File: config.mk
export PLATFORM = sky130hd
export DESIGN_NAME = usb_standard_request_handler
export DESIGN_NICKNAME = d
export VERILOG_FILES = /design/src/usrh_pkg.sv /design/src/usrh_front.sv /design/src/usrh_queue.sv /design/src/usrh_back.sv /design/src/usb_standard_request_handler.sv
export SDC_FILE = /design/constraint.sdc
export NUM_CORES = 1
export LEC_CHECK = 0
export CAP_MARGIN = 30
export CORE_MARGIN = 1
export CORE_UTILIZATION = 65
export CTS_CLUSTER_DIAMETER = 200
export DETAILED_ROUTE_END_ITERATION = 10
export DONT_BUFFER_PORTS = 1
export GPL_TIMING_DRIVEN = 0
export PLACE_DENSITY = 0.8
export SYNTH_ARGS = -nofsm -noshare
export SYNTH_HDL_FRONTEND = slang
export SYNTH_SLANG_ARGS = --single-unit
File: constraint.sdc
create_clock -name i_clk -period 5.8 [get_ports i_clk]
set_input_delay 0.58 -clock i_clk [delete_from_list [all_inputs] [get_ports i_clk]]
set_output_delay 0.58 -clock i_clk [all_outputs]
set_load 0.1 [all_outputs]
File: src/usrh_pkg.sv
`timescale 1ns / 1ps

package usrh_pkg;

    localparam int STRING_COUNT_DEF = 4;
    localparam int CFG_LEN_W        = 7;
    localparam int CFG_IDX_W        = 3;
    localparam int IN_DATA_W        = 56;
    localparam int OUT_DATA_W       = 40;
    localparam int QUEUE_DEPTH      = 2;

    // configuration register indexes
    localparam logic [CFG_IDX_W-1:0] CFG_DEVICE_LEN  = 3'd0;
    localparam logic [CFG_IDX_W-1:0] CFG_CONFIG_LEN  = 3'd1;
    localparam logic [CFG_IDX_W-1:0] CFG_STRING0_LEN = 3'd2;

    localparam logic [CFG_LEN_W-1:0] DEVICE_LEN_RST  = 7'd18;
    localparam logic [CFG_LEN_W-1:0] CONFIG_LEN_RST  = 7'd32;
    localparam logic [CFG_LEN_W-1:0] STRING0_LEN_RST = 7'd4;
    localparam logic [CFG_LEN_W-1:0] DESC_MAX_LEN    = 7'd64;

    // bRequest codes
    localparam logic [7:0] REQ_READ_STATUS   = 8'h00;
    localparam logic [7:0] REQ_CLEAR_FEATURE = 8'h01;
    localparam logic [7:0] REQ_SET_FEATURE   = 8'h03;
    localparam logic [7:0] REQ_SET_ADDRESS   = 8'h05;
    localparam logic [7:0] REQ_GET_DESC      = 8'h06;
    localparam logic [7:0] REQ_GET_CONFIG    = 8'h08;
    localparam logic [7:0] REQ_SET_CONFIG    = 8'h09;
    localparam logic [7:0] REQ_GET_IFACE     = 8'h0A;
    localparam logic [7:0] REQ_SET_IFACE     = 8'h0B;

    // bmRequestType
    localparam logic [7:0] RT_TYPE_MASK = 8'h60;
    localparam logic [7:0] RT_DEV_OUT   = 8'h00;
    localparam logic [7:0] RT_EP_OUT    = 8'h02;
    localparam logic [7:0] RT_DEV_IN    = 8'h80;
    localparam logic [7:0] RT_IFACE_IN  = 8'h81;
    localparam logic [7:0] RT_EP_IN     = 8'h82;

    // endpoint addresses
    localparam logic [7:0] EP1_OUT_ADDR = 8'h01;
    localparam logic [7:0] EP2_IN_ADDR  = 8'h82;
    localparam logic [7:0] EP3_IN_ADDR  = 8'h83;

    // feature selectors
    localparam logic [7:0] FEAT_EP_HALT       = 8'h00;
    localparam logic [7:0] FEAT_REMOTE_WAKEUP = 8'h01;

    // descriptor types
    localparam logic [7:0] DT_DEVICE = 8'h01;
    localparam logic [7:0] DT_CONFIG = 8'h02;
    localparam logic [7:0] DT_STRING = 8'h03;

    localparam logic [2:0] SEL_DEVICE  = 3'd0;
    localparam logic [2:0] SEL_CONFIG  = 3'd1;
    localparam logic [2:0] SEL_STRING0 = 3'd2;

    typedef enum logic [1:0] {
        ACT_STALL  = 2'd0,
        ACT_ACK    = 2'd1,
        ACT_INLINE = 2'd2,
        ACT_DESC   = 2'd3
    } t_action;

    typedef enum logic [3:0] {
        OP_STALL,
        OP_ACK,
        OP_INLINE,
        OP_STATUS_DEV,
        OP_STATUS_EP,
        OP_HALT_SET,
        OP_HALT_CLR,
        OP_WAKE_SET,
        OP_WAKE_CLR,
        OP_DESC,
        OP_GET_CONFIG,
        OP_SET_CONFIG
    } t_op;

    // classified request, front to back
    typedef struct packed {
        t_op                  op;
        logic [7:0]           arg;   // endpoint bit mask or config value
        logic [CFG_LEN_W-1:0] slen;
        logic [2:0]           sel;
    } t_cmd;

    // result, first member in the highest bits so action lands at bit 0
    typedef struct packed {
        logic                 watch;
        logic [2:0]           toggle;
        logic [2:0]           halt;
        logic [2:0]           sel;
        logic [CFG_LEN_W-1:0] slen;
        logic [7:0]           byte1;
        logic [7:0]           byte0;
        t_action              action;
    } t_result;

    localparam int RESULT_W = $bits(t_result);

endpackage

File: src/usrh_front.sv
`timescale 1ns / 1ps

module usrh_front import usrh_pkg::*; #(
    parameter int STRING_COUNT = STRING_COUNT_DEF
) (
    input  logic                 i_clk,
    input  logic                 i_rst_n,
    input  logic                 i_cfg_wr_en,
    input  logic [CFG_IDX_W-1:0] i_cfg_addr,
    input  logic [CFG_LEN_W-1:0] i_cfg_wr_data,
    input  logic                 i_valid,
    output logic                 o_ready,
    input  logic [IN_DATA_W-1:0] i_data,
    output logic                 o_valid,
    input  logic                 i_ready,
    output t_cmd                 o_cmd
);

    localparam int SIdxW = (STRING_COUNT > 1) ? $clog2(STRING_COUNT) : 1;

    logic [CFG_LEN_W-1:0] r_dev_len;
    logic [CFG_LEN_W-1:0] r_conf_len;
    logic [CFG_LEN_W-1:0] r_str_len [STRING_COUNT];

    logic       r_valid;
    t_cmd       r_cmd;
    t_cmd       n_cmd;

    logic [7:0]           w_rtype;
    logic [7:0]           w_code;
    logic [7:0]           w_vlow;
    logic [7:0]           w_vhigh;
    logic [7:0]           w_ilow;
    logic [15:0]          w_wlen;
    logic [2:0]           w_ep_bit;
    logic [CFG_LEN_W-1:0] w_dlen;
    logic [CFG_LEN_W-1:0] w_dlen_sat;
    logic [2:0]           w_dsel;
    logic                 w_accept;

    assign w_rtype = i_data[7:0];
    assign w_code  = i_data[15:8];
    assign w_vlow  = i_data[23:16];
    assign w_vhigh = i_data[31:24];
    assign w_ilow  = i_data[39:32];
    assign w_wlen  = i_data[55:40];

    assign o_ready  = !r_valid || i_ready;
    assign w_accept = i_valid && o_ready;
    assign o_valid  = r_valid;
    assign o_cmd    = r_cmd;

    // config registers; the user must write them only while idle, which the block itself does not enforce
    always_ff @(posedge i_clk) begin
        if (!i_rst_n) begin
            r_dev_len  <= DEVICE_LEN_RST;
            r_conf_len <= CONFIG_LEN_RST;
            for (int i = 0; i < STRING_COUNT; i++) begin
                r_str_len[i] <= (i == 0) ? STRING0_LEN_RST : '0;
            end
        end else if (i_cfg_wr_en) begin
            if (i_cfg_addr == CFG_DEVICE_LEN) begin
                r_dev_len <= i_cfg_wr_data;
            end
            if (i_cfg_addr == CFG_CONFIG_LEN) begin
                r_conf_len <= i_cfg_wr_data;
            end
            for (int i = 0; i < STRING_COUNT; i++) begin
                if (i_cfg_addr == CFG_STRING0_LEN + CFG_IDX_W'(i)) begin
                    r_str_len[i] <= i_cfg_wr_data;
                end
            end
        end
    end

    always_comb begin
        case (w_ilow)
            EP1_OUT_ADDR: w_ep_bit = 3'b001;
            EP2_IN_ADDR:  w_ep_bit = 3'b010;
            EP3_IN_ADDR:  w_ep_bit = 3'b100;
            default:      w_ep_bit = 3'b000;
        endcase
    end

    // descriptor length lookup and saturation
    always_comb begin
        w_dlen = '0;
        w_dsel = SEL_DEVICE;
        if (w_vhigh == DT_DEVICE) begin
            w_dlen = r_dev_len;
            w_dsel = SEL_DEVICE;
        end else if (w_vhigh == DT_CONFIG) begin
            w_dlen = r_conf_len;
            w_dsel = SEL_CONFIG;
        end else if (w_vhigh == DT_STRING && w_vlow < 8'(STRING_COUNT)) begin
            w_dlen = r_str_len[w_vlow[SIdxW-1:0]];
            w_dsel = SEL_STRING0 + 3'(w_vlow[SIdxW-1:0]);
        end
        w_dlen_sat = (w_dlen > DESC_MAX_LEN) ? DESC_MAX_LEN : w_dlen;
    end

    always_comb begin
        n_cmd      = '0;
        n_cmd.op   = OP_STALL;
        if ((w_rtype & RT_TYPE_MASK) == 8'h00) begin
            case (w_code)
                REQ_READ_STATUS: begin
                    if (w_rtype == RT_DEV_IN) begin
                        n_cmd.op = OP_STATUS_DEV;
                    end else if (w_rtype == RT_IFACE_IN) begin
                        n_cmd.op   = OP_INLINE;
                        n_cmd.slen = 7'd2;
                    end else if (w_rtype == RT_EP_IN && w_ep_bit != 3'b000) begin
                        n_cmd.op  = OP_STATUS_EP;
                        n_cmd.arg = {5'b0, w_ep_bit};
                    end
                end
                REQ_CLEAR_FEATURE, REQ_SET_FEATURE: begin
                    if (w_rtype == RT_EP_OUT && w_vlow == FEAT_EP_HALT) begin
                        if (w_ep_bit != 3'b000) begin
                            n_cmd.op  = (w_code == REQ_SET_FEATURE) ? OP_HALT_SET : OP_HALT_CLR;
                            n_cmd.arg = {5'b0, w_ep_bit};
                        end
                    end else if (w_rtype == RT_DEV_OUT && w_vlow == FEAT_REMOTE_WAKEUP) begin
                        n_cmd.op = (w_code == REQ_SET_FEATURE) ? OP_WAKE_SET : OP_WAKE_CLR;
                    end
                end
                REQ_SET_ADDRESS: begin
                    n_cmd.op = OP_ACK;
                end
                REQ_GET_DESC: begin
                    if (w_dlen_sat != '0) begin
                        n_cmd.op   = OP_DESC;
                        n_cmd.sel  = w_dsel;
                        n_cmd.slen = (w_wlen <= 16'(w_dlen_sat)) ? w_wlen[CFG_LEN_W-1:0]
                                                                 : w_dlen_sat;
                    end
                end
                REQ_GET_CONFIG: begin
                    n_cmd.op = OP_GET_CONFIG;
                end
                REQ_SET_CONFIG: begin
                    n_cmd.op  = OP_SET_CONFIG;
                    n_cmd.arg = w_vlow;
                end
                REQ_GET_IFACE: begin
                    if (w_ilow == 8'h00 || w_ilow == 8'h01) begin
                        n_cmd.op   = OP_INLINE;
                        n_cmd.slen = 7'd1;
                    end
                end
                REQ_SET_IFACE: begin
                    if (w_vlow == 8'h00 && (w_ilow == 8'h00 || w_ilow == 8'h01)) begin
                        n_cmd.op = OP_ACK;
                    end
                end
                default: begin
                    n_cmd.op = OP_STALL;
                end
            endcase
        end
    end

    always_ff @(posedge i_clk) begin
        if (!i_rst_n) begin
            r_valid <= 1'b0;
        end else if (o_ready) begin
            r_valid <= i_valid;
        end
    end

    always_ff @(posedge i_clk) begin
        if (w_accept) begin
            r_cmd <= n_cmd;
        end
    end

endmodule

File: src/usrh_queue.sv
`timescale 1ns / 1ps

module usrh_queue import usrh_pkg::*; (
    input  logic i_clk,
    input  logic i_rst_n,
    input  logic i_push_valid,
    output logic o_push_ready,
    input  t_cmd i_push_cmd,
    output logic o_pop_valid,
    input  logic i_pop_ready,
    output t_cmd o_pop_cmd
);

    localparam int PtrW = (QUEUE_DEPTH > 1) ? $clog2(QUEUE_DEPTH) : 1;
    localparam int CntW = $clog2(QUEUE_DEPTH + 1);

    t_cmd            r_mem [QUEUE_DEPTH];
    logic [PtrW-1:0] r_wr_ptr;
    logic [PtrW-1:0] r_rd_ptr;
    logic [CntW-1:0] r_count;
    logic            w_push;
    logic            w_pop;

    assign o_push_ready = (r_count != CntW'(QUEUE_DEPTH));
    assign o_pop_valid  = (r_count != '0);
    assign o_pop_cmd    = r_mem[r_rd_ptr];
    assign w_push       = i_push_valid && o_push_ready;
    assign w_pop        = o_pop_valid && i_pop_ready;

    always_ff @(posedge i_clk) begin
        if (!i_rst_n) begin
            r_wr_ptr <= '0;
            r_rd_ptr <= '0;
            r_count  <= '0;
        end else begin
            if (w_push) begin
                r_wr_ptr <= (r_wr_ptr == PtrW'(QUEUE_DEPTH - 1)) ? '0 : r_wr_ptr + 1'b1;
            end
            if (w_pop) begin
                r_rd_ptr <= (r_rd_ptr == PtrW'(QUEUE_DEPTH - 1)) ? '0 : r_rd_ptr + 1'b1;
            end
            if (w_push && !w_pop) begin
                r_count <= r_count + 1'b1;
            end else if (w_pop && !w_push) begin
                r_count <= r_count - 1'b1;
            end
        end
    end

    always_ff @(posedge i_clk) begin
        if (w_push) begin
            r_mem[r_wr_ptr] <= i_push_cmd;
        end
    end

endmodule

File: src/usrh_back.sv
`timescale 1ns / 1ps

module usrh_back import usrh_pkg::*; (
    input  logic    i_clk,
    input  logic    i_rst_n,
    input  logic    i_valid,
    output logic    o_ready,
    input  t_cmd    i_cmd,
    output logic    o_valid,
    input  logic    i_ready,
    output t_result o_result
);

    logic       r_valid;
    t_result    r_result;
    t_result    n_result;
    logic [7:0] r_cfg_val;
    logic [7:0] n_cfg_val;
    logic       r_wake;
    logic       n_wake;
    logic [2:0] r_halts;
    logic [2:0] n_halts;
    logic       w_exec;

    assign o_ready  = !r_valid || i_ready;
    assign w_exec   = i_valid && o_ready;
    assign o_valid  = r_valid;
    assign o_result = r_result;

    always_comb begin
        n_result        = '0;
        n_result.action = ACT_STALL;
        n_cfg_val       = r_cfg_val;
        n_wake          = r_wake;
        n_halts         = r_halts;
        case (i_cmd.op)
            OP_STALL: begin
                n_result.action = ACT_STALL;
            end
            OP_ACK: begin
                n_result.action = ACT_ACK;
            end
            OP_INLINE: begin
                n_result.action = ACT_INLINE;
                n_result.slen   = i_cmd.slen;
            end
            OP_STATUS_DEV: begin
                n_result.action = ACT_INLINE;
                n_result.byte0  = {6'b0, r_wake, 1'b1};   // self powered
                n_result.slen   = 7'd2;
            end
            OP_STATUS_EP: begin
                n_result.action = ACT_INLINE;
                n_result.byte0  = {7'b0, |(r_halts & i_cmd.arg[2:0])};
                n_result.slen   = 7'd2;
            end
            OP_HALT_SET: begin
                n_result.action = ACT_ACK;
                n_halts         = r_halts | i_cmd.arg[2:0];
            end
            OP_HALT_CLR: begin
                n_result.action = ACT_ACK;
                n_halts         = r_halts & ~i_cmd.arg[2:0];
                n_result.toggle = i_cmd.arg[2:0];
            end
            OP_WAKE_SET: begin
                n_result.action = ACT_ACK;
                n_wake          = 1'b1;
            end
            OP_WAKE_CLR: begin
                n_result.action = ACT_ACK;
                n_wake          = 1'b0;
            end
            OP_DESC: begin
                n_result.action = ACT_DESC;
                n_result.slen   = i_cmd.slen;
                n_result.sel    = i_cmd.sel;
            end
            OP_GET_CONFIG: begin
                n_result.action = ACT_INLINE;
                n_result.byte0  = r_cfg_val;
                n_result.slen   = 7'd1;
            end
            OP_SET_CONFIG: begin
                n_result.action = ACT_ACK;
                n_cfg_val       = i_cmd.arg;
                n_result.watch  = (i_cmd.arg != 8'h00);
            end
            default: begin
                n_result.action = ACT_STALL;
            end
        endcase
        n_result.halt = n_halts;
    end

    always_ff @(posedge i_clk) begin
        if (!i_rst_n) begin
            r_valid   <= 1'b0;
            r_cfg_val <= '0;
            r_wake    <= 1'b0;
            r_halts   <= '0;
        end else begin
            if (w_exec) begin
                r_valid   <= 1'b1;
                r_cfg_val <= n_cfg_val;
                r_wake    <= n_wake;
                r_halts   <= n_halts;
            end else if (i_ready) begin
                r_valid <= 1'b0;
            end
        end
    end

    always_ff @(posedge i_clk) begin
        if (w_exec) begin
            r_result <= n_result;
        end
    end

endmodule

File: src/usb_standard_request_handler.sv
`timescale 1ns / 1ps

// Channel   Dir  Handshake                    Payload
// s_axis    in   s_axis_tvalid/s_axis_tready  one decoded SETUP packet per beat
// m_axis    out  m_axis_tvalid/m_axis_tready  one action per beat
// cfg       in   i_cfg_wr_en                  descriptor length registers
//
// Sustained rate is one beat per cycle while m_axis_tready stays high; the front
// register, the two-entry command queue and the back output register run in
// parallel, and each beat is registered in all three on its way to m_axis.
// Synchronous active-low reset clears control state, endpoint halts, remote
// wakeup and configuration value, and reloads the default descriptor lengths.
// Front and back stall independently; the queue holds up to two beats.

module usb_standard_request_handler import usrh_pkg::*; #(
    parameter int STRING_COUNT = STRING_COUNT_DEF   // 1 to 4
) (
    input  logic                  i_clk,
    input  logic                  i_rst_n,

    input  logic                  i_cfg_wr_en,
    input  logic [CFG_IDX_W-1:0]  i_cfg_addr,
    input  logic [CFG_LEN_W-1:0]  i_cfg_wr_data,

    input  logic                  s_axis_tvalid,
    output logic                  s_axis_tready,
    // request_type, request_code, value_low, value_high, index_low, length_requested
    input  logic [IN_DATA_W-1:0]  s_axis_tdata,

    output logic                  m_axis_tvalid,
    input  logic                  m_axis_tready,
    // action, data_byte0, data_byte1, send_length, descriptor_select,
    // halt_flags, toggle_clear, suspend_watch, zero pad
    output logic [OUT_DATA_W-1:0] m_axis_tdata
);

    logic    w_q_push_valid;
    logic    w_q_push_ready;
    t_cmd    w_q_push_cmd;
    logic    w_q_pop_valid;
    logic    w_q_pop_ready;
    t_cmd    w_q_pop_cmd;
    t_result w_result;

    // decode + descriptor length lookup
    usrh_front #(
        .STRING_COUNT (STRING_COUNT)
    ) u_front (
        .i_clk         (i_clk),
        .i_rst_n       (i_rst_n),
        .i_cfg_wr_en   (i_cfg_wr_en),
        .i_cfg_addr    (i_cfg_addr),
        .i_cfg_wr_data (i_cfg_wr_data),
        .i_valid       (s_axis_tvalid),
        .o_ready       (s_axis_tready),
        .i_data        (s_axis_tdata),
        .o_valid       (w_q_push_valid),
        .i_ready       (w_q_push_ready),
        .o_cmd         (w_q_push_cmd)
    );

    usrh_queue u_queue (
        .i_clk        (i_clk),
        .i_rst_n      (i_rst_n),
        .i_push_valid (w_q_push_valid),
        .o_push_ready (w_q_push_ready),
        .i_push_cmd   (w_q_push_cmd),
        .o_pop_valid  (w_q_pop_valid),
        .i_pop_ready  (w_q_pop_ready),
        .o_pop_cmd    (w_q_pop_cmd)
    );

    // device state + output register
    usrh_back u_back (
        .i_clk    (i_clk),
        .i_rst_n  (i_rst_n),
        .i_valid  (w_q_pop_valid),
        .o_ready  (w_q_pop_ready),
        .i_cmd    (w_q_pop_cmd),
        .o_valid  (m_axis_tvalid),
        .i_ready  (m_axis_tready),
        .o_result (w_result)
    );

    assign m_axis_tdata = {(OUT_DATA_W - RESULT_W)'(0), w_result};

endmodule

---- Word-level counts from Yosys, hierarchy flattened ----
Memory sizes are Yosys's and may differ from the RTL's. A register that Yosys moved wholly into a read port is not among the register bits.
Index checks and enable logic that the tools add are counted.
operators by class
  add/sub/neg operators ................... 5
  $mul .................................... 0
  div/mod/pow operators ................... 0
  magnitude comparators ................... 3
  eq/ne operators ......................... 36
  shift-type cells ........................ 0
  multiplexer cells ....................... 65
  bitwise logic cells ..................... 12
  reduce and logical (&&, ||, !) cells .... 42
operator list
  cell                number
  $mux 7              9
  $pmux 8 s3          2
  $pmux 7 s3          2
  $eq 8x8->1 const B  5
  $logic_not 8->1     5
  $eq 8x1->1 const B  4
  $eq 8x2->1 const B  4
  $eq 8x4->1 const B  4
  $pmux 4 s8          1
  $mux 1              27
  $mux 4              6
  $eq 4x3->1 const B  4
  $eq 4x4->1 const B  4
  $eq 8x3->1 const B  2
  $le 16x7->1         1
  $mux 8              2
  $mux 15             1
  $mux 12             1
  $reduce_or 6->1     2
  $mux 11             1
  $logic_and 1x1->1   10
  $mux 10             1
  $mux 2              5
  $mux 3              3
  32 further kinds    57
word-level totals
  flip-flop bits (word level) ............. 81
  bits in latches ......................... 0
  memory bits (writable) .................. 72
  memory bits (read-only) ................. 0
  output and inout port bits .............. 42
  memories kept ........................... 2
memory list
  memory             words  width  read ports  clocked after memory_dff  write ports  line              text
  u_queue.r_mem      2      22     1           1                         1            usrh_queue.sv:17  t_cmd r_mem [QUEUE_DEPTH];
  u_front.r_str_len  4      7      1           0                         4            usrh_front.sv:23  logic [CFG_LEN_W-1:0] r_str_len [STRING_COUNT];

---- Depth between registers and ports, before layout ----
Gate-level depths: netlist of the first run.
  depth in word-level cells ............... 11
  gate-level depth with buffers ........... 13
  depth with buffers taken out ............ 12

---- Modules after synthesis ----
A second synthesis of the first run with hierarchy kept.
second synthesis, totals
  cells, all modules ...................... 614
  area total of the unflattened synthesis .. 7554.7 um^2
modules (own cells, without submodules)
  module                        instances  cells an instance  area an instance (um^2)  seq. area each (um^2)
  usrh_front                    1          344                3761.1                   1801.7
  usrh_back                     1          172                1930.6                   1071.0
  usrh_queue                    1          92                 1821.7                   1421.4
  usb_standard_request_handler  1          6                  41.3                     0.0

---- Worst setup path before layout of the first run ----
OpenSTA, ideal clock, no wires.
  kind .................................... input to register
  from .................................... in s_axis_tdata[16]
  to ...................................... reg u_front.r_cmd, in the netlist u_front.o_cmd[4], data pin
  setup time .............................. 0.150 ns
  data arrival time ....................... 3.649 ns
  data required time ...................... 5.650 ns
  path slack .............................. 2.001 ns
  stages on the path ...................... 11
  path buffers ............................ 0
  cell sequence ........................... mux4_1 nand4_1 a21oi_1 or3_2 ha_1 o21a_1 o21ai_0 a21oi_1 o31ai_1 mux2_2 o22ai_2
between the ends
  word-level cells in the longest chain between the ends .. 11
  elaborated cells between the ends (all ways) .. 13
  classes of those cells .................. order compare: 3; mux: 7; reduce/logical: 2; memory: 1
RTL lines
  what                  line                                text
  start, declared       usb_standard_request_handler.sv:28  input logic [IN_DATA_W-1:0] s_axis_tdata,
  $lt 8x3->1            usrh_front.sv:95                    end else if (w_vhigh == DT_STRING && w_vlow < 8'(STRING_COUNT)) begin
  $logic_and 1x1->1     usrh_front.sv:95
  $mux 7 *              usrh_front.sv:95
  $mux 7 *              usrh_front.sv:92                    end else if (w_vhigh == DT_CONFIG) begin
  $mux 7 *              usrh_front.sv:89                    if (w_vhigh == DT_DEVICE) begin
  $gt 7x7->1            usrh_front.sv:99                    w_dlen_sat = (w_dlen > DESC_MAX_LEN) ? DESC_MAX_LEN : w_dlen;
  $mux 7 *              usrh_front.sv:99
  $le 16x7->1           usrh_front.sv:135                   n_cmd.slen = (w_wlen <= 16'(w_dlen_sat)) ? w_wlen[CFG_LEN_W-1:0]
  $mux 7                usrh_front.sv:135
  $mux 10 *             usrh_front.sv:132                   if (w_dlen_sat != '0) begin
  $pmux 7 s3 *          usrh_front.sv:106                   case (w_code)
  end signal, assigned  usrh_front.sv:174                   r_cmd <= n_cmd;
  end, declared         usrh_front.sv:26                    t_cmd r_cmd;
Mark *: on every way between the ends. The rest lies on a longest branch, timed or not.
A chain may end at the register's enable or synchronous reset.

---- Worst setup path after layout of the first run ----
  from .................................... in s_axis_tdata[22]
  to ...................................... reg u_front.r_cmd, in the netlist u_front.o_cmd[4], data pin
between the ends
  word-level cells in the longest chain between the ends .. 11
  elaborated cells between the ends (all ways) .. 12
  classes of those cells .................. order compare: 3; mux: 7; reduce/logical: 2
RTL lines
  what                 line
  $lt 8x3->1 *         usrh_front.sv:95
  $logic_and 1x1->1 *  usrh_front.sv:95
  $mux 7 *             usrh_front.sv:95
  $mux 7 *             usrh_front.sv:92
  $mux 7 *             usrh_front.sv:89
  $gt 7x7->1           usrh_front.sv:99
  $mux 7 *             usrh_front.sv:99
  $le 16x7->1          usrh_front.sv:135
  $mux 7               usrh_front.sv:135
  $mux 10 *            usrh_front.sv:132
  $pmux 7 s3 *         usrh_front.sv:106
Marks and branches as above.

==> results.rst, run 1 <==
.. list-table::
   :header-rows: 1

   * - Metric
     - Value
   * - Number of enable flip-flop cells after synthesis
     - 121
   * - Critical path's largest stage delay
     - 0.65 ns
   * - Primary FF master, synth
     - sky130_fd_sc_hd__edfxtp_1
   * - Worst hold path depth
     - 2
   * - Met1 demand-to-capacity share in global routing
     - 30.0%
   * - Count of instances resized after the clock tree is built
     - 0
   * - Grt peak-use layer
     - met2
   * - Maxcap violations
     - 0
   * - TritonCTS clock tree
     - built
   * - Share of total power in sequential cells
     - 55.7%
   * - Maximum level of the CTS H-tree
     - 4
   * - Remaining Overflow, GRT
     - 0
   * - Fraction of layout instances using a drive strength above 1
     - 13.2%
   * - F_max
     - 276 MHz
   * - Switching power
     - 0.00137 W
   * - Number of distinct standard cells referenced by the synthesized netlist
     - 67
   * - Total design power
     - 0.00348 W
   * - Synth Instances
     - 608
   * - Hold Path Sink
     - u_front.r_dev_len[4]$_SDFFE_PN1P_
   * - Seq/Total Area, Yosys
     - 59.2%
   * - Period utilisation layout
     - 62.5%
   * - Count of standard-cell rows
     - 38
   * - Fraction of synthesized area in multiplexers
     - 7.30%
   * - Synth Area in Compound Gates
     - 10.5%
   * - Number of vias per cell after detailed routing
     - 6.23
   * - Placed cell count
     - 765
   * - Worst Max-Slew Pin Slew
     - 1.06 ns
   * - Number of buffers inserted during clock tree synthesis
     - 17
   * - Filler Cells Inserted
     - 699
   * - Floorplan die area
     - 11600 um2
   * - Setup slack after layout
     - 2.18 ns
   * - Worst Reg2Reg Path Length in Cells
     - 12
   * - Initial antenna violation count
     - 0
   * - Detailed-placement wirelength estimate
     - 10700 um
   * - Number of failing setup endpoints in the final timing report
     - 0
   * - Combinational Power Share
     - 15.6%
   * - Die boundary height
     - 108 um
   * - Met3 usage in global routing
     - 8.84%
   * - Met2 track utilization from global routing
     - 47.4%
   * - Critical register-to-register path startpoint
     - u_front.r_str_len[2][6]$_SDFFCE_PN0P_
   * - Worst clock skew
     - 0.0127 ns
   * - Internal Power
     - 0.00211 W
   * - Pin count of the biggest net entering global routing
     - 30
   * - Post-synthesis xor/xnor area fraction
     - 0.483%
   * - Post-detailed-routing wire length
     - 15100 um
   * - Kind of launch point of the worst setup path
     - primary input
   * - N_diodes
     - 0
   * - Status
     - complete, no violations
   * - Crit path max-delay cell type
     - sky130_fd_sc_hd__nor4_1
   * - DRC violation count after routing
     - 0
   * - Routability congestion estimate
     - 0.922
   * - Final hold violation count
     - 0
   * - Final cell area excluding filler cells
     - 8100 um2
   * - Share of synthesized cell area in and, or, nand and nor gates
     - 17.6%
   * - Post-CTS Setup Repair Bufs
     - 0
   * - WP data arrival
     - 4.01 ns
   * - Worst-Skew Late Latency
     - 0.54 ns
   * - Area delta synth->final
     - 11.7%
   * - Ys Warns
     - 0
   * - Max rail drop VDD
     - 0.358 mV
   * - Highest-count cells in the layout ignoring fill and taps
     - sky130_fd_sc_hd__edfxtp_1, sky130_fd_sc_hd__nand2_1, sky130_fd_sc_hd__and2_1, sky130_fd_sc_hd__nor2_1, sky130_fd_sc_hd__dfxtp_1
   * - Quantity of I/O buffers inserted on ports
     - 0
   * - Hold-fix buffer count after cts
     - 0
   * - Remaining max-slew budget at the tightest pin
     - 28.6%
   * - Net count, final
     - 724
   * - Tightest Hold Check Type
     - primary input to flip-flop
   * - Vias in the first global route
     - 4853
   * - Most common library cell in the layout ignoring fill and taps
     - sky130_fd_sc_hd__edfxtp_1
   * - CTS clk-pin slew, worst paths
     - 0.07 ns
   * - Average cell area after synthesis
     - 11.9 um2
   * - Count of placed standard cells in the final layout, fillers left out
     - 798
   * - Setup repair after global routing missed its margin
     - no
   * - Cell area power density
     - 429 nW/um2
   * - Post-DP Area
     - 7540 um2
   * - Core area
     - 10800 um2
   * - Overall global routing resource usage
     - 27.4%
   * - Routed length per placed instance
     - 19.0 um
   * - Die Wd
     - 108 um
   * - Number of max-slew violations in the final report
     - 0
   * - Setup tns final
     - 0 ns
   * - TritonRoute pass-1 iters
     - 5
   * - Period minus WS final
     - 3.62 ns
   * - Main combinational cell family by area after synthesis
     - simple AND/OR/NAND/NOR gates
   * - Adder-cell area share of the yosys netlist
     - 1.38%
   * - R2r setup slk
     - 2.20 ns
   * - Global-route wire length before repair
     - 23500 um
   * - Iter 0 DRT Violations
     - 485
   * - CP Class
     - primary input to flip-flop
   * - Boundary pin count
     - 113
   * - Post-synthesis cell area
     - 7250 um2
   * - Number of antenna-violating nets in the routed design
     - 0
   * - Sw Share
     - 39.3%
   * - Data required time of the worst path
     - 6.18 ns
   * - Deepest clock path buffer count
     - 2
   * - Worst Setup SP
     - s_axis_tdata[22]
   * - Clock network power share
     - 28.6%
   * - Synthesis-stage register bit count
     - 154
   * - Static leakage
     - 2.89 nW
   * - Effective utilization at floorplan
     - 66.9%
   * - CP endpoint kind
     - flip-flop
   * - Proportion of synthesized flip-flops having asynchronous set or reset
     - 0%
   * - Total clock sinks
     - 154
   * - Worst Setup Slack post-DPL
     - 1.83 ns
   * - Hold path start
     - i_cfg_wr_data[4]
   * - Cell-by-cell listing of the critical path
     - nor4_1 -> buf_2 -> nand4_1 -> a21oi_1 -> inv_1 -> o21ai_0 -> ha_1 -> o21a_1 -> o31ai_1 -> a21oi_1 -> o31ai_1 -> buf_2 -> mux2_2 -> o22ai_2
   * - CTS Root Cell
     - sky130_fd_sc_hd__clkbuf_8
   * - Crit Reg-Reg Endpoint
     - u_front.o_cmd[4]$_SDFFCE_PP0P_
   * - Largest fanout on the critical path
     - 10
   * - Via count
     - 4974
synth_stat cells (6+ instances only):
cell / n / area, um2
sky130_fd_sc_hd__nor4_1: 11 / 68.8
sky130_fd_sc_hd__nor3_1: 16 / 80.1
sky130_fd_sc_hd__edfxtp_1: 121 / 3630
sky130_fd_sc_hd__buf_4: 14 / 105
sky130_fd_sc_hd__inv_1: 14 / 52.6
sky130_fd_sc_hd__dfxtp_1: 33 / 661
sky130_fd_sc_hd__buf_2: 6 / 30.0
sky130_fd_sc_hd__nand2_1: 59 / 221
sky130_fd_sc_hd__a21oi_1: 19 / 95.1
sky130_fd_sc_hd__o211a_1: 8 / 80.1
sky130_fd_sc_hd__and3_1: 11 / 68.8
sky130_fd_sc_hd__a21boi_0: 18 / 135
sky130_fd_sc_hd__and2_1: 43 / 269
sky130_fd_sc_hd__nor2_1: 42 / 158
sky130_fd_sc_hd__ha_1: 8 / 100
sky130_fd_sc_hd__clkbuf_1: 12 / 45.0
sky130_fd_sc_hd__nand3_1: 18 / 90.1
sky130_fd_sc_hd__mux2_2: 10 / 113
sky130_fd_sc_hd__nand4_1: 9 / 56.3
sky130_fd_sc_hd__mux2i_1: 24 / 240
sky130_fd_sc_hd__o21ai_0: 19 / 95.1
worst max-delay path, delay by kind of cell:
kind,cells,cell delay (ns)
simple gates,2,0.79
fa+ha+maj,1,0.31
mux,1,0.37
buf+inv,3,0.75
compound gates,7,1.20
logic make-up (layout without fill, tap and decap cells):
group	count (synthesis)	count (layout)
AOI/OAI and AO/OA	107	107
muxes	41	41
and+or+nand+nor	244	244
xor gates and xnor gates	4	4
buffers and inverters	49	87
DFF	154	154
other	1	13
adders and majority gates	8	8
worst max-delay path by stage:
| stage | end | slack (ns) | cells past startpoint |
|---|---|---|---|
| floorplan | u_front.o_cmd[4]$_SDFFCE_PP0P_ | 2.00 | 11 |
| global placement | u_front.o_cmd[4]$_SDFFCE_PP0P_ | 1.45 | 13 |
| detailed placement | u_front.o_cmd[4]$_SDFFCE_PP0P_ | 1.83 | 14 |
| CTS | u_front.o_cmd[4]$_SDFFCE_PP0P_ | 2.22 | 12 |
| global route | u_front.o_cmd[4]$_SDFFCE_PP0P_ | 1.97 | 14 |
| finish | u_front.o_cmd[4]$_SDFFCE_PP0P_ | 2.18 | 14 |
routing by layer:
metal	share of wire, %	vias up
met3	6.6	51
met1	38	2339
met2	52	252
met5	0	-
li1	-	2332
met4	3.7	0
sequential cells by signal, summed over array words and instances, names as in the netlist, named ones only:
signal,cells
u_front.r_dev_len,7
u_queue.r_count,2
u_back.r_wake,1
u_back.o_result,27
u_back.r_cfg_val,8
u_front.o_valid,1
u_front.r_str_len,28
u_queue.r_mem,44
u_queue.r_rd_ptr,1
u_queue.r_wr_ptr,1
u_back.o_valid,1
u_front.r_conf_len,7
u_front.o_cmd,22
u_back.r_halts,3
metrics by stage:
step | util [%] | hold slack [ns]
floorplan | - | 0.421
global placement | 68.9 | 0.424
detailed placement | 69.6 | 0.434
CTS | 74.5 | 0.144
global route | 74.7 | 0.155
finish | 74.7 | 0.168
power groups by stage:
stage          Clock, W  Combinational (W)  Sequential [W]
2_1_floorplan         0           0.000399         0.00195
3_3_place_gp          0           0.000479         0.00196
3_5_place_dp          0           0.000529         0.00196
4_1_cts         0.00100           0.000537         0.00194
5_1_grt         0.00104           0.000589         0.00196
6_report       0.000995           0.000543         0.00194
final cells by class:
| class | instances | area (um2) | area share [%] |
|---|---|---|---|
| Sequential cell | 154 | 4290 | 53.0 |
| Clock inverter | 15 | 116 | 1.44 |
| Timing Repair Buffer | 6 | 95.1 | 1.17 |
| Tap cell | 140 | 175 | 2.16 |
| Inverter | 14 | 52.6 | 0.649 |
| Clock buffer | 17 | 414 | 5.11 |
| Multi-Input combinational cell | 417 | 2750 | 34.0 |
| Buffer | 35 | 200 | 2.47 |
(Power assumes the default switching activity.)
==> run 2: changes to the inputs <==
Settings changed: ABC_AREA set to 1, CORE_UTILIZATION 65 to 63, PLACE_DENSITY 0.8 to 0.78.
Clock period 5.8 ns to 3.6 ns, I/O delays scaled along.
==> run 2 against run 1 <==
Against the previous run: final area about the same; final cell count is 21% higher; clock skew fell by 0.0024 ns; sequential share of layout area about the same; critical endpoint is now u_front.o_cmd[9]$_SDFFCE_PP0P_; total power increased by 80%; setup slack got worse by 1.8 ns; highest routed layer unchanged.
==> results.rst, run 2 <==
.. list-table::
   :header-rows: 1

   * - Metric
     - Value
   * - Number of failing setup endpoints in the final timing report
     - 0
   * - Number of flip-flops under the largest register name
     - 44
   * - Number of max-slew violations in the final report
     - 0
   * - Seq/Total Area, Yosys
     - 59.7%
   * - CP endpoint kind
     - flip-flop
   * - Routed length per placed instance
     - 16.2 um
   * - Worst Setup Slack post-DPL
     - 0.0264 ns
   * - Highest-count cells in the layout ignoring fill and taps
     - sky130_fd_sc_hd__nand2_1, sky130_fd_sc_hd__edfxtp_1, sky130_fd_sc_hd__nor2_1, sky130_fd_sc_hd__inv_1, sky130_fd_sc_hd__a21oi_1
   * - Area delta synth->final
     - 12.7%
   * - Boundary pin count
     - 113
   * - Period minus WS final
     - 3.23 ns
   * - Setup slack after layout
     - 0.369 ns
   * - Count of instances resized after the clock tree is built
     - 0
   * - Most frequently used cell type in the post-synthesis netlist
     - sky130_fd_sc_hd__nand2_1
   * - Filler Cells Inserted
     - 743
   * - Die Wd
     - 109 um
   * - Number of vias per cell after detailed routing
     - 5.59
   * - Worst clock skew
     - 0.0102 ns
   * - Area fraction of the dominant cell type after synthesis
     - 50.5%
   * - Core area
     - 11000 um2
   * - Global-route wire length before repair
     - 25000 um
   * - WP data arrival
     - 3.40 ns
   * - Setup repair after global routing missed its margin
     - no
   * - Via count
     - 5406
   * - Cell seen most often among critical-path stages
     - sky130_fd_sc_hd__nand2_1
   * - Cell-by-cell listing of the critical path
     - nor2_1 -> nor2_1 -> o21ai_0 -> nand3_1 -> nand2_1 -> nand2_1 -> nor2_1 -> inv_1 -> nand2_2 -> o21ai_0 -> ha_1 -> nand2_1 -> nor3b_1 -> nand2_1 -> nand3_1 -> nand2_1 -> inv_1 -> clkbuf_1 -> nand2_1 -> o21ai_0 -> nor2_1
   * - Synthesis-stage register bit count
     - 154
   * - Deepest clock path buffer count
     - 2
   * - Number of buffers inserted during clock tree synthesis
     - 17
   * - Count of standard-cell rows
     - 38
   * - Vias in the first global route
     - 5309
   * - Area leader, netlist
     - sky130_fd_sc_hd__edfxtp_1
   * - Ys Warns
     - 0
   * - Maxcap violations
     - 0
   * - TritonRoute pass-1 iters
     - 5
   * - Worst-Skew Late Latency
     - 0.42 ns
   * - N_diodes
     - 0
   * - Period utilisation layout
     - 89.7%
   * - CTS Root Cell
     - sky130_fd_sc_hd__clkbuf_16
   * - Net count, final
     - 893
   * - Kind of launch point of the worst setup path
     - flip-flop
   * - Largest register by flop count
     - u_queue.r_mem
   * - TritonCTS clock tree
     - built
   * - Number of enable flip-flop cells after synthesis
     - 121
   * - Worst hold slack
     - 0.0783 ns
   * - Status
     - complete, no violations
   * - Post-CTS Setup Repair Bufs
     - 0
   * - Proportion of synthesized flip-flops having asynchronous set or reset
     - 0%
   * - Critical register-to-register path startpoint
     - u_front.r_str_len[2][6]$_SDFFCE_PN0P_
   * - CTS clk-pin slew, worst paths
     - 0.06 ns
   * - Total clock sinks
     - 154
   * - Core occupancy in the finished layout
     - 73.8%
   * - Max rail drop VDD
     - 0.711 mV
   * - Cell area power density
     - 773 nW/um2
   * - Placed cell count
     - 932
   * - Worst Reg2Reg Path Length in Cells
     - 21
   * - Remaining Overflow, GRT
     - 0
   * - Most common library cell in the layout ignoring fill and taps
     - sky130_fd_sc_hd__nand2_1
   * - Number of distinct standard cells referenced by the synthesized netlist
     - 39
   * - Crit Reg-Reg Endpoint
     - u_front.o_cmd[9]$_SDFFCE_PP0P_
   * - Primary FF master, synth
     - sky130_fd_sc_hd__edfxtp_1
   * - Maximum level of the CTS H-tree
     - 4
   * - Post-synthesis cell area
     - 7190 um2
   * - Critical path's largest stage delay
     - 0.37 ns
   * - CP Class
     - flip-flop to flip-flop
   * - Count of placed standard cells in the final layout, fillers left out
     - 967
   * - Hold path start
     - i_cfg_wr_data[5]
   * - Final hold violation count
     - 0
   * - Number of antenna-violating nets in the routed design
     - 0
   * - Tightest Hold Check Type
     - primary input to flip-flop
   * - Post-detailed-routing wire length
     - 15700 um
   * - Quantity of I/O buffers inserted on ports
     - 0
   * - Overall global routing resource usage
     - 28.3%
   * - Largest fanout on the critical path
     - 10
   * - Average cell area after synthesis
     - 9.26 um2
   * - Data required time of the worst path
     - 3.77 ns
   * - Effective utilization at floorplan
     - 65.4%
   * - Routability congestion estimate
     - 0.899
   * - Setup tns final
     - 0 ns
   * - Pin count of the biggest net entering global routing
     - 33
   * - Iter 0 DRT Violations
     - 418
   * - Die boundary height
     - 109 um
   * - Static leakage
     - 3.33 nW
   * - R2r setup slk
     - 0.37 ns
   * - Initial antenna violation count
     - 0
   * - Worst hold path depth
     - 2
   * - Top cell types by occurrence after synthesis
     - sky130_fd_sc_hd__nand2_1, sky130_fd_sc_hd__edfxtp_1, sky130_fd_sc_hd__nor2_1
   * - Detailed-placement wirelength estimate
     - 11100 um
   * - F_max
     - 310 MHz
   * - Worst Max-Slew Pin Slew
     - 0.956 ns
   * - Fraction of layout instances using a drive strength above 1
     - 9.92%
   * - Hold Path Sink
     - u_front.r_conf_len[5]$_SDFFE_PN1P_
   * - Hold-fix buffer count after cts
     - 0
   * - Crit path max-delay cell type
     - sky130_fd_sc_hd__edfxtp_1
   * - Remaining max-slew budget at the tightest pin
     - 36.2%
   * - Leading cell types by total area after synthesis
     - sky130_fd_sc_hd__edfxtp_1, sky130_fd_sc_hd__dfxtp_1, sky130_fd_sc_hd__nand2_1, sky130_fd_sc_hd__nor2_1, sky130_fd_sc_hd__inv_1
   * - Synth Instances
     - 776
   * - DRC violation count after routing
     - 0
   * - Floorplan die area
     - 11800 um2
[run 2: per-layer routing]
metal	global-route usage, %	vias up	routed length (um)
met5	0	-	0
met3	7.89	45	1110
met1	31.8	2444	6110
met4	15.1	0	446
li1	-	2659	-
met2	48.7	258	8020
[run 2: how the worst max path moves through the flow]
stage | from | slack [ns] | to | depth (start not counted)
2_1_floorplan | u_back.o_valid$_SDFFE_PN0P_ | 0.46 | u_back.r_cfg_val[4]$_SDFFE_PN0P_ | 9
3_3_place_gp | u_back.o_valid$_SDFFE_PN0P_ | -0.19 | u_back.r_cfg_val[5]$_SDFFE_PN0P_ | 9
4_1_cts | u_back.o_valid$_SDFFE_PN0P_ | 0.20 | u_back.r_cfg_val[4]$_SDFFE_PN0P_ | 9
6_report | u_front.r_str_len[2][6]$_SDFFCE_PN0P_ | 0.37 | u_front.o_cmd[9]$_SDFFCE_PP0P_ | 21
3_5_place_dp | s_axis_tdata[16] | 0.03 | u_front.o_cmd[9]$_SDFFCE_PP0P_ | 22
5_1_grt | u_front.r_str_len[2][6]$_SDFFCE_PN0P_ | 0.03 | u_front.o_cmd[6]$_SDFFCE_PP0P_ | 21
[run 2: power by group]
group / switching, W / leakage (nW) / internal, W
sequential: 0.00125 / 1.44 / 0.00231
clock: 0.000716 / 0.302 / 0.00107
combinational: 0.000686 / 1.59 / 0.000229
total: 0.00266 / 3.33 / 0.00361
[run 2: logic make-up after synthesis]
kind of cell    share of synthesized area, %
buf+inv                                 7.66
mux                                    0.696
other cells                           0.0522
simple gates                            21.3
compound gates                          9.14
flops                                   59.7
fa+ha+maj                               1.39
[run 2: final cells by class]
cell class                      count  area, um2  area share, %
Clock inverter                      8       67.6          0.834
Inverter                           99        372           4.59
Multi-Input combinational cell    506       2410           29.7
Clock buffer                       24        544           6.72
Sequential cell                   154       4290           53.0
Timing Repair Buffer                6       61.3          0.757
Tap cell                          140        175           2.16
Buffer                             30        179           2.21
[run 2: metrics by stage]
| step | instance area (um2) | total power, W |
|---|---|---|
| after floorplan | 7230 | 0.00422 |
| after global placement | 7410 | 0.00438 |
| after detailed placement | 7470 | 0.00447 |
| after CTS | 8080 | 0.00625 |
| after global routing | 8100 | 0.00649 |
| final | 8100 | 0.00627 |
[run 2: worst max-delay path: cells and delay by family, from the launching register on]
kind	cells	cell delay (ns)
AOI/OAI and AO/OA	3	0.35
adders and majority gates	1	0.33
buffers and inverters	3	0.45
DFF	1	0.37
and+or+nand+nor	14	1.48
